## src/rtl/rita_pkg.sv

```systemverilog
// Package for the radix integer-to-ASCII converter.
// Holds digit constants and the remainder-to-character function.
// No dependencies.
package rita_pkg;

    localparam int MAX_DIGITS  = 16;
    localparam int DIGIT_IDX_W = 4;
    localparam int BASE_W      = 8;
    localparam int CHAR_W      = 8;

    localparam logic [BASE_W-1:0] C_DEFAULT_BASE = 8'd10;
    localparam logic [CHAR_W-1:0] C_ASCII_ZERO   = 8'h30;
    localparam logic [CHAR_W-1:0] C_ASCII_A      = 8'h41;
    localparam logic [BASE_W-1:0] C_MIN_BASE     = 8'd2;
    localparam logic [DIGIT_IDX_W-1:0] C_LAST_SLOT = DIGIT_IDX_W'(MAX_DIGITS - 1);

    // Codes run past 'Z' for remainders of 36 and above and wrap modulo 256 for remainders of 201 and above.
    function automatic logic [CHAR_W-1:0] digit_code(input logic [BASE_W-1:0] rem);
        logic [CHAR_W-1:0] code;
        if (rem < C_DEFAULT_BASE) begin
            code = C_ASCII_ZERO + rem;
        end else begin
            code = C_ASCII_A + rem - C_DEFAULT_BASE;
        end
        return code;
    endfunction

endpackage

```

## src/rtl/rita_div.sv

```systemverilog
// Restoring divider for the integer-to-ASCII converter, one quotient bit per cycle.
// Depends on rita_pkg for the divisor width.
module rita_div import rita_pkg::*; #(
    parameter int VALUE_BITS = 16
) (
    input  logic                  i_clk,
    input  logic                  i_rst_n,
    input  logic                  i_start,
    input  logic [VALUE_BITS-1:0] i_dividend,
    input  logic [BASE_W-1:0]     i_divisor,
    output logic                  o_done,
    output logic [VALUE_BITS-1:0] o_quotient,
    output logic [BASE_W-1:0]     o_remainder
);

    localparam int CNT_W = $clog2(VALUE_BITS + 1);
    localparam logic [CNT_W-1:0] LAST_STEP = CNT_W'(VALUE_BITS - 1);

    logic                  r_busy;
    logic                  r_done;
    logic [CNT_W-1:0]      r_cnt;
    logic [VALUE_BITS-1:0] r_quo;
    logic [BASE_W-1:0]     r_rem;
    logic [BASE_W-1:0]     r_divisor;

    logic [BASE_W:0] w_trial;
    logic [BASE_W:0] w_diff;
    logic            w_fits;

    always_comb begin
        w_trial = {r_rem, r_quo[VALUE_BITS-1]};
        w_fits  = (w_trial >= {1'b0, r_divisor});
        w_diff  = w_trial - {1'b0, r_divisor};
    end

    always_ff @(posedge i_clk) begin
        if (!i_rst_n) begin
            r_busy <= 1'b0;
            r_done <= 1'b0;
            r_cnt  <= '0;
        end else begin
            r_done <= 1'b0;
            if (i_start) begin
                r_busy    <= 1'b1;
                r_cnt     <= '0;
                r_quo     <= i_dividend;
                r_divisor <= i_divisor;
                r_rem     <= '0;
            end else if (r_busy) begin
                r_rem <= w_fits ? w_diff[BASE_W-1:0] : w_trial[BASE_W-1:0];
                r_quo <= {r_quo[VALUE_BITS-2:0], w_fits};
                if (r_cnt == LAST_STEP) begin
                    r_busy <= 1'b0;
                    r_done <= 1'b1;
                end else begin
                    r_cnt <= r_cnt + 1'b1;
                end
            end
        end
    end

    assign o_done      = r_done;
    assign o_quotient  = r_quo;
    assign o_remainder = r_rem;

endmodule

```

## config.mk

```make
export PLATFORM = sky130hd
export DESIGN_NAME = rita_div
export DESIGN_NICKNAME = d
export VERILOG_FILES = /design/src/rtl/rita_pkg.sv /design/src/rtl/rita_div.sv
export SDC_FILE = /design/constraint.sdc
export NUM_CORES = 1
export LEC_CHECK = 0
export BUFFER_PORTS_ARGS = -buffer_cell sky130_fd_sc_hd__buf_2
export CORE_UTILIZATION = 35
export CTS_CLUSTER_DIAMETER = 150
export DETAILED_ROUTE_END_ITERATION = 8
export PLACE_DENSITY = 0.62
export SLEW_MARGIN = 0
export SYNTH_ARGS = -nofsm -noshare
export SYNTH_HDL_FRONTEND = slang
export SYNTH_SLANG_ARGS = --single-unit
```

## constraint.sdc

```tcl
create_clock -name i_clk -period 3.1 [get_ports i_clk]
set_input_delay 0.31 -clock i_clk [delete_from_list [all_inputs] [get_ports i_clk]]
set_output_delay 0.31 -clock i_clk [all_outputs]
set_load 0.05 [all_outputs]
```

* Word-level counts from Yosys, hierarchy flattened
Index checks and enable logic that the tools add are counted.
Storage, ports and cells: register bits 39, input port bits 27, output and inout bits 25, word-level logic and storage cells 27
Operators by class: $add $sub $neg 2, magnitude comparators 1, eq/ne operators 1, muxes and demuxes 8, bitwise operators 3, reductions and logical operators 6
Operator list (number):
- 16-bit two-way mux | 2
- 8-bit two-way mux | 2
- 9-bit by 8-bit greater-or-equal comparator with 1-bit output | 1
- 8-bit subtractor | 1
- 2-bit AND reduction | 3
- 5-bit by 1-bit adder with 5-bit output, second input constant | 1
- 5-bit by 4-bit == test with 1-bit output, second input constant | 1
- 1-bit two-way mux | 4
- 1-bit inverter | 3
- 3-bit OR reduction | 1
- 2-bit nonzero test | 1
- 2-bit OR reduction | 1

* Longest topological paths before layout
Gate-level depths: netlist of run 1.
word-level depth 4, depth in mapped cells 8, depth with buffers taken out 8

* Worst setup path before layout of run 1
OpenSTA, ideal clock, no wires.
path type register to register, start register r_rem[5] (netlist: o_remainder[5]), end register r_quo[0] (netlist: o_quotient[0]) (data pin), setup time 0.260 ns, arrival time 2.001 ns, data required time 2.840 ns, slack 0.839 ns, stages on the path, launching flop included 6, buffers on the path 0, clock period less this slack 2.261 ns, cells stage by stage edfxtp_1 -> ha_1 -> a21o_1 -> a211oi_4 -> nand2_1 -> mux2_2
On the way: longest elaborated chain between the ends 3
Ends and longest elaborated chain:
- start: declaration | line rita_div.sv:23 | logic [BASE_W-1:0] r_rem;
- start signal: assignment | line rita_div.sv:50 | r_rem <= w_fits ? w_diff[BASE_W-1:0] : w_trial[BASE_W-1:0];
- 9-bit by 8-bit greater-or-equal comparator with 1-bit output | line rita_div.sv:32 | w_fits = (w_trial >= {1'b0, r_divisor});
- 16-bit two-way mux | line rita_div.sv:49 | end else if (r_busy) begin
- 16-bit two-way mux | line rita_div.sv:43 | if (i_start) begin
- end signal: assignment | line rita_div.sv:46 | r_quo <= i_dividend;
- end signal: assignment | line rita_div.sv:51 | r_quo <= {r_quo[VALUE_BITS-2:0], w_fits};
- end: declaration | line rita_div.sv:22 | logic [VALUE_BITS-1:0] r_quo;
Every way passes these cells. The select of a mux whose other input is x is not followed. A chain may end at the register's enable or synchronous reset.

* Worst setup path after layout of run 1
Same ends and word-level chain as after synthesis.

==> results of run 1 <==
## synthesized netlist by cell type, drive strengths merged, types with 2 or more instances
cell type  count
a211oi         5
mux2          16
a31oi          2
edfxtp        32
o211ai         2
and2           2
a211o          2
nand2          5
nor2           9
a21oi          9
dfxtp          7
and3           3
ha            10
o21a           4
o21ai          6
clkbuf         3
xor2           2
nor2b          5
xnor2          2
inv           10
nand3          6
nor3           5
## registers in the layout, summed over array words and instances (netlist names)
signal	flops
r_cnt	5
r_divisor	8
o_done	1
o_remainder	8
r_busy	1
o_quotient	16
## metrics by stage
step / cells / power, uW / hold WS (ns) / util
floorplan: 163 / 917 / 0.409 / -
global placement: 284 / 995 / 0.451 / 0.429
detailed placement: 284 / 996 / 0.450 / 0.429
CTS: 292 / 1320 / 0.188 / 0.444
global route: 292 / 1370 / 0.178 / 0.444
finish: 292 / 1310 / 0.194 / 0.444
## power by group
| part | internal [uW] | switching [uW] | leakage, uW |
|---|---|---|---|
| clock | 158 | 166 | 0.0000422 |
| combinational | 129 | 222 | 0.000589 |
| sequential | 612 | 21.3 | 0.000362 |
| total | 899 | 409 | 0.000994 |
## metal layers
metal	up-vias	GRT usage	routed length, um
met5	-	0	0
met4	0	0.0455	30
met3	4	0.0517	316
met2	51	0.209	1720
met1	673	0.181	1900
li1	736	-	-
## layout make-up
type / instances / area, sq um
multi-input cells: 110 / 907
repair buffers: 53 / 270
clock inverters: 1 / 5.00
well taps: 72 / 90.1
inverters: 10 / 37.5
flip-flops and latches: 39 / 1100
fillers: 554 / 3120
clock buffers: 7 / 76.3
## final timing paths
path	start	endpoint	slack, ns
worst max register to register	o_remainder[5]$_SDFFCE_PP0P_	o_quotient[0]$_DFFE_PP_	0.95
worst min-delay path	i_divisor[1]	r_divisor[1]$_DFFE_PP_	0.19
worst max-delay path	o_remainder[5]$_SDFFCE_PP0P_	o_quotient[0]$_DFFE_PP_	0.95
worst min register to register	r_busy$_SDFF_PN0_	o_done$_SDFF_PP0_	0.46
## worst max-delay path: stages (launching register included)
cell and delay [ns]:
edfxtp_1 0.43, ha_1 0.41, a21o_1 0.28, a211oi_4 0.35, nand2_1 0.16, mux2_2 0.28
## logic make-up after synthesis
kind of cell | share of synthesized area
muxes | 0.0915
DFF | 0.530
adders and majority gates | 0.0698
xor gates and xnor gates | 0.0169
and+or+nand+nor | 0.105
AOI/OAI and AO/OA | 0.153
buffers and inverters | 0.0337
==> flow_metrics.env, run 1 <==
export IMPL_synth_edff_count=32
export IMPL_hold_viol=0
export IMPL_fp_dieW_um=79.1
export IMPL_syn_instance_count=163
export IMPL_grt_pass1_wl_um=6620
export IMPL_yosys_area_top_type="edfxtp_1"
export IMPL_setup_tns_ns=0
export IMPL_cts_tree="yes"
export IMPL_synth_top_area_frac=0.462
export IMPL_numCtsBuffers=5
export IMPL_timing_final_crit_share=0.694
export IMPL_num_io_pins=52
export IMPL_synth_seq_cells=39
export IMPL_path_class="reg -> reg"
export IMPL_core_sq_um=5610
export IMPL_syn_area_per_cell_sq_um=12.7
export IMPL_crit_required_ns=3.14
export IMPL_ctsHoldBuffers=0
export IMPL_row_count=27
export IMPL_ir_worst_vdd_mv=0.394
export IMPL_async_reset_ff_frac=0
export IMPL_postCtsSetupBuffers=0
export IMPL_vias=1464
export IMPL_ctsResizeCount=0
export IMPL_final_common_cell="buf_2"
export IMPL_drive_above_1_share=0.395
export IMPL_drtAntennaViolNets=0
export IMPL_drt_first_pass_iters=4
export IMPL_syn_area_sq_um=2080
export IMPL_vias_per_cell=5.01
export IMPL_ys_types=47
export IMPL_io_buffer_count=51
export IMPL_min_path_cells=1
export IMPL_htree_levels=2
export IMPL_syn_to_final_growth_pct=19.7
export IMPL_finalInstanceArea_sq_um=2490
export IMPL_grt_overflow=0
export IMPL_final_setup_worst_slack_ns=0.948
export IMPL_gp_congestion=0.816
export IMPL_clk_pin_slew_ns=0.08
export IMPL_synth_top_flop_cell="edfxtp_1"
export IMPL_grt_setup_unrepaired="no"
export IMPL_grt_pass1_vias=1436
export IMPL_start_util=0.371
export IMPL_wl_per_cell_um=13.6
export IMPL_cts_sinks=39
export IMPL_startpoint_type="flop"
export IMPL_die_area_sq_um=6250
export IMPL_path_max_fanout=8
export IMPL_place_worst_setup_slack_ns=0.952
export IMPL_maxCapViolCount=0
export IMPL_min_path_type="in -> reg"
export IMPL_nNetsFinal=257
export IMPL_endpoint_kind="flop"
export IMPL_leakage_uw=0.000994
export IMPL_synth_warnings=0
export IMPL_grt_max_degree=28
export IMPL_ctsRootBufferMaster="clkbuf_8"
export IMPL_tightest_slew_ns=0.569
export IMPL_die_h_um=79.1
export IMPL_reg2reg_depth=5
export IMPL_worstPathArrival_ns=2.19
export IMPL_dpl_hpwl_um=2970
export IMPL_syn_nets=201
export IMPL_clockBufferDepth=2
export IMPL_groute_usage_overall=0.138
export IMPL_synth_area_leaders="edfxtp_1 46%, mux2_2 8.7%, dfxtp_1 6.7%"
export IMPL_power_density_nw_per_um2=526
export IMPL_antenna_found_initial=0
export IMPL_drc=0
export IMPL_wl_um=3970
export IMPL_finalCriticalPeriod_ns=2.15
export IMPL_initialDrtViolationCount=81
export IMPL_insertion_delay_ns=0.28
export IMPL_max_slew_margin=0.620
export IMPL_dpl_cell_area_sq_um=2410
export IMPL_timing_fmax_mhz=465
export IMPL_antenna_cells=0
export IMPL_outcome="finished, final reports clean"
export IMPL_skew_ns=0.00825
export IMPL_yosysSeqAreaShare=0.530
export IMPL_setup_viol=0
export IMPL_final_cell_mix="51 x buf_2, 32 x edfxtp_1, 16 x mux2_2"
export IMPL_slew_violations=0
Note: power is estimated with default switching activity, not from simulation.
==> run 2, diff against run 1 <==
Settings changed: ABC_AREA set to 1.
Clock period 3.1 ns to 2.2 ns, I/O delays scaled along.
==> flow_metrics.env, run 2 <==
export IMPL_antenna_cells=0
export IMPL_row_count=28
export IMPL_syn_nets=290
export IMPL_ctsResizeCount=0
export IMPL_die_h_um=80.3
export IMPL_vias=1743
export IMPL_path_class="reg -> reg"
export IMPL_top_layer_used="met4"
export IMPL_fp_dieW_um=80.3
export IMPL_postCtsSetupBuffers=0
export IMPL_m1WireLength_um=2030
export IMPL_syn_area_sq_um=2140
export IMPL_largest_register_ffs=16
export IMPL_cts_sinks=39
export IMPL_grt_overflow=0
export IMPL_synth_common_cells="92 x nand2_1, 36 x inv_1, 32 x edfxtp_1"
export IMPL_yosysSeqAreaShare=0.513
export IMPL_final_common_cell="nand2_1"
export IMPL_syn_area_per_cell_sq_um=8.51
export IMPL_clk_pin_slew_ns=0.08
export IMPL_clockBufferDepth=2
export IMPL_timing_final_crit_share=0.890
export IMPL_drt_first_pass_iters=5
export IMPL_drive_above_1_share=0.246
export IMPL_power_density_nw_per_um2=760
export IMPL_yosys_area_top_type="edfxtp_1"
export IMPL_drtAntennaViolNets=0
export IMPL_maxCapViolCount=0
export IMPL_io_buffer_count=51
export IMPL_startpoint_type="flop"
export IMPL_leakage_uw=0.00129
export IMPL_die_area_sq_um=6440
export IMPL_start_util=0.362
export IMPL_dpl_cell_area_sq_um=2500
export IMPL_ir_worst_vdd_mv=0.352
export IMPL_ctsHoldBuffers=0
export IMPL_wl_um=4570
export IMPL_synth_top_area_frac=0.448
export IMPL_worstPathArrival_ns=1.99
export IMPL_grt_setup_unrepaired="no"
export IMPL_num_io_pins=52
export IMPL_path_max_fanout=6
export IMPL_grt_pass1_vias=1592
export IMPL_synth_edff_count=32
export IMPL_max_slew_margin=0.763
export IMPL_yosysMostFrequentCell="nand2_1"
export IMPL_htree_levels=2
export IMPL_timing_fmax_mhz=511
export IMPL_initialDrtViolationCount=147
export IMPL_synth_area_leaders="edfxtp_1 45%, nand2_1 16%, dfxtp_1 6.5%"
export IMPL_gp_congestion=0.819
export IMPL_finalCriticalPeriod_ns=1.96
export IMPL_hold_viol=0
export IMPL_core_sq_um=5920
export IMPL_setup_viol=0
export IMPL_synth_seq_cells=39
export IMPL_syn_to_final_growth_pct=20.8
export IMPL_routed_wl_met3_um=356
export IMPL_drc=0
export IMPL_wl_per_cell_um=11.9
export IMPL_synth_top_flop_cell="edfxtp_1"
export IMPL_ys_types=27
export IMPL_nNetsFinal=346
export IMPL_grt_pass1_wl_um=7440
export IMPL_groute_usage_overall=0.155
export IMPL_outcome="finished, final reports clean"
export IMPL_min_path_type="in -> reg"
export IMPL_cts_tree="yes"
export IMPL_crit_required_ns=2.24
export IMPL_final_cell_mix="92 x nand2_1, 51 x buf_2, 36 x inv_1"
export IMPL_endpoint_kind="flop"
export IMPL_synth_warnings=0
export IMPL_setup_tns_ns=0
export IMPL_routed_wl_met2_um=2130
export IMPL_antenna_found_initial=0
export IMPL_insertion_delay_ns=0.29
export IMPL_finalInstanceArea_sq_um=2590
export IMPL_vias_per_cell=4.54
export IMPL_ctsRootBufferMaster="clkbuf_8"
export IMPL_numCtsBuffers=5
export IMPL_syn_instance_count=252
export IMPL_grt_max_degree=25
export IMPL_tightest_slew_ns=0.355
export IMPL_dpl_hpwl_um=3440
export IMPL_skew_ns=0.00890
export IMPL_async_reset_ff_frac=0
export IMPL_slew_violations=0
==> run 2: cell count changes after synthesis, moves of 4 or more <==
cell,before,now
mux2_2,16,0
inv_1,10,36
o21a_1,4,0
nor2_1,9,29
nand2_1,5,92
nor2b_1,5,0
==> run 2: worst max-delay path: stages, from the launching register on <==
cell,delay (ns)
edfxtp_1,0.44
ha_1,0.41
nand2_2,0.11
nor2_1,0.05
nand2_1,0.10
nand3_2,0.13
a21oi_2,0.35
o21ai_0,0.12
==> run 2: kinds of logic (layout without fill, tap and decap cells) <==
| logic type | Yosys count | after routing | synth area share |
|---|---|---|---|
| adders and majority gates | 11 | 11 | 0.0677 |
| and+or+nand+nor | 147 | 147 | 0.302 |
| AOI/OAI and AO/OA | 9 | 9 | 0.0239 |
| buffers and inverters | 41 | 98 | 0.0723 |
| DFF | 39 | 39 | 0.513 |
| xor gates and xnor gates | 5 | 5 | 0.0204 |
==> run 2: final timing paths <==
kind                                      from                       to  slack [ns]  cells after the start
hold / removal                    i_divisor[5]   r_divisor[5]$_DFFE_PP_         0.1                      1
setup reg to reg  o_remainder[3]$_SDFFCE_PP0P_  o_quotient[0]$_DFFE_PP_        0.24                      7
hold reg to reg              r_busy$_SDFF_PN0_        o_done$_SDFF_PP0_        0.46                      2
setup / recovery  o_remainder[3]$_SDFFCE_PP0P_  o_quotient[0]$_DFFE_PP_        0.24                      7
==> run 2: routing by layer <==
layer  global-route usage  vias up
met4               0.0661        0
met3               0.0432        5
li1                     -      905
met5                    0        -
met2                0.233       71
met1                0.207      762
==> run 2: final cells by class <==
| class | instances | area (sq um) |
|---|---|---|
| fill | 595 | 3330 |
| sequential | 39 | 1100 |
| multi-input combinational | 172 | 892 |
| timing repair buffer | 53 | 270 |
| inverter | 37 | 139 |
| tap | 75 | 93.8 |
| clock buffer | 7 | 86.3 |
| clock inverter | 1 | 8.76 |
==> run 2: metrics by stage <==
stage | utilization | setup slack, ns | std cells | power [uW] | hold WS (ns)
3_5_place_dp | 0.422 | 0.232 | 376 | 1480 | 0.399
4_1_cts | 0.438 | 0.249 | 384 | 1990 | 0.0863
3_3_place_gp | 0.422 | 0.251 | 376 | 1470 | 0.398
5_1_grt | 0.438 | 0.147 | 384 | 2090 | 0.0808
6_report | 0.438 | 0.242 | 384 | 1970 | 0.0990
2_1_floorplan | - | 0.178 | 252 | 1340 | 0.319
==> run 2: power breakdown <==
group | switching (uW) | internal, uW | leakage, uW
clock network | 255 | 257 | 0.0000484
logic | 390 | 169 | 0.000880
registers | 30.5 | 869 | 0.000365
total | 676 | 1290 | 0.00129
==> run 3, diff against run 2 <==
Settings changed: CORE_ASPECT_RATIO set to 0.75, REMOVE_ABC_BUFFERS set to 1.
==> flow_metrics.env, run 3 (same netlist as run 2, synthesis figures left out) <==
export IMPL_outcome="finished, final reports clean"
export IMPL_vias_per_cell=4.39
export IMPL_holdWs_ns=0.107
export IMPL_min_path_type="in -> reg"
export IMPL_leakage_uw=0.00130
export IMPL_clk_pin_slew_ns=0.07
export IMPL_grt_pass1_vias=1691
export IMPL_rrSetupSlack_ns=0.18
export IMPL_htree_levels=2
export IMPL_wl_um=4620
export IMPL_syn_to_final_growth_pct=21.4
export IMPL_maxCapViolCount=0
export IMPL_finalCriticalPeriod_ns=2.02
export IMPL_insertion_delay_ns=0.28
export IMPL_antenna_found_initial=0
export IMPL_vias=1700
export IMPL_max_slew_margin=0.729
export IMPL_endpoint_kind="flop"
export IMPL_clockBufferDepth=2
export IMPL_core_sq_um=5860
export IMPL_fp_dieW_um=92.4
export IMPL_antenna_cells=0
export IMPL_groute_usage_overall=0.156
export IMPL_postCtsSetupBuffers=0
export IMPL_grt_pass1_wl_um=7710
export IMPL_power_density_nw_per_um2=748
export IMPL_grt_overflow=0
export IMPL_io_buffer_count=51
export IMPL_nNetsFinal=346
export IMPL_cts_tree="yes"
export IMPL_gp_congestion=0.837
export IMPL_grt_setup_unrepaired="no"
export IMPL_ir_worst_vdd_mv=0.269
export IMPL_startpoint_type="flop"
export IMPL_skew_ns=0.00404
export IMPL_slew_violations=0
export IMPL_wl_per_cell_um=11.9
export IMPL_initialDrtViolationCount=65
export IMPL_start_util=0.366
export IMPL_timing_rr_end="o_quotient[0]$_DFFE_PP_"
export IMPL_num_io_pins=52
export IMPL_drc=0
export IMPL_timing_fmax_mhz=494
export IMPL_path_class="reg -> reg"
export IMPL_fillers=589
export IMPL_ctsRootBufferMaster="clkbuf_8"
export IMPL_die_area_sq_um=6450
export IMPL_dpl_hpwl_um=3470
export IMPL_ctsResizeCount=0
export IMPL_grt_max_degree=25
export IMPL_hold_viol=0
export IMPL_drtAntennaViolNets=0
export IMPL_r2r_start="o_remainder[3]$_SDFFCE_PP0P_"
export IMPL_timing_final_crit_share=0.920
export IMPL_final_cell_mix="92 x nand2_1, 51 x buf_2, 36 x inv_1"
export IMPL_tightest_slew_ns=0.407
export IMPL_drt_first_pass_iters=4
export IMPL_cts_sinks=39
export IMPL_crit_start="o_remainder[3]$_SDFFCE_PP0P_"
export IMPL_setup_viol=0
export IMPL_die_h_um=69.8
export IMPL_numCtsBuffers=5
export IMPL_worstHoldStart="i_divisor[1]"
export IMPL_setup_tns_ns=0
export IMPL_largest_register_ffs=16
export IMPL_crit_required_ns=2.22
export IMPL_drive_above_1_share=0.246
export IMPL_final_common_cell="nand2_1"
export IMPL_ctsHoldBuffers=0
export IMPL_critPathCapture="o_quotient[0]$_DFFE_PP_"
export IMPL_reg2reg_depth=7
export IMPL_path_max_fanout=6
export IMPL_row_count=24
export IMPL_worstPathArrival_ns=2.05
-- run 3: through the flow --
step	instances	instance area (sq um)	utilization	power, uW	worst slack [ns]
floorplan	248	2130	-	1330	0.176
global placement	379	2510	0.429	1470	0.150
detailed placement	379	2510	0.429	1480	0.162
CTS	387	2600	0.445	1980	0.149
global route	387	2600	0.445	2070	0.0192
finish	387	2600	0.445	1950	0.176
-- run 3: worst max-delay path, cell delays in order (launching register included) --
cell and delay [ns]:
edfxtp_1 0.43, ha_1 0.41, nand2_1 0.10, nand2_1 0.08
inv_1 0.09, nand3_2 0.14, a21oi_2 0.39, o21ai_0 0.13
-- run 3: where the power goes --
| group | internal [uW] | switching, uW |
|---|---|---|
| registers | 869 | 28.7 |
| clock network | 253 | 236 |
| logic | 172 | 390 |
| total | 1290 | 655 |
-- run 3: final cells by class --
| type | instances | area, sq um | area share |
|---|---|---|---|
| Clock buffer | 7 | 86.3 | 0.0332 |
| Multi-Input combinational cell | 172 | 892 | 0.343 |
| Sequential cell | 39 | 1100 | 0.423 |
| Tap cell | 78 | 97.6 | 0.0375 |
| Clock inverter | 1 | 5.00 | 0.00192 |
| Timing Repair Buffer | 53 | 283 | 0.109 |
| Inverter | 37 | 139 | 0.0533 |
-- run 3: worst min path at each step --
stage / endpoint / slack [ns] / depth (start not counted)
global route: r_divisor[1]$_DFFE_PP_ / 0.09 / 1
floorplan: r_divisor[0]$_DFFE_PP_ / 0.32 / 0
global placement: r_divisor[4]$_DFFE_PP_ / 0.40 / 1
CTS: r_divisor[1]$_DFFE_PP_ / 0.1 / 1
finish: r_divisor[1]$_DFFE_PP_ / 0.11 / 1
detailed placement: r_divisor[1]$_DFFE_PP_ / 0.40 / 1
-- run 3: layer usage --
metal	routed length [um]	GRT usage	up-vias
met5	0	0	-
met4	67	0.0590	0
met3	268	0.0450	6
met2	1900	0.232	44
met1	2390	0.215	753
li1	-	-	897
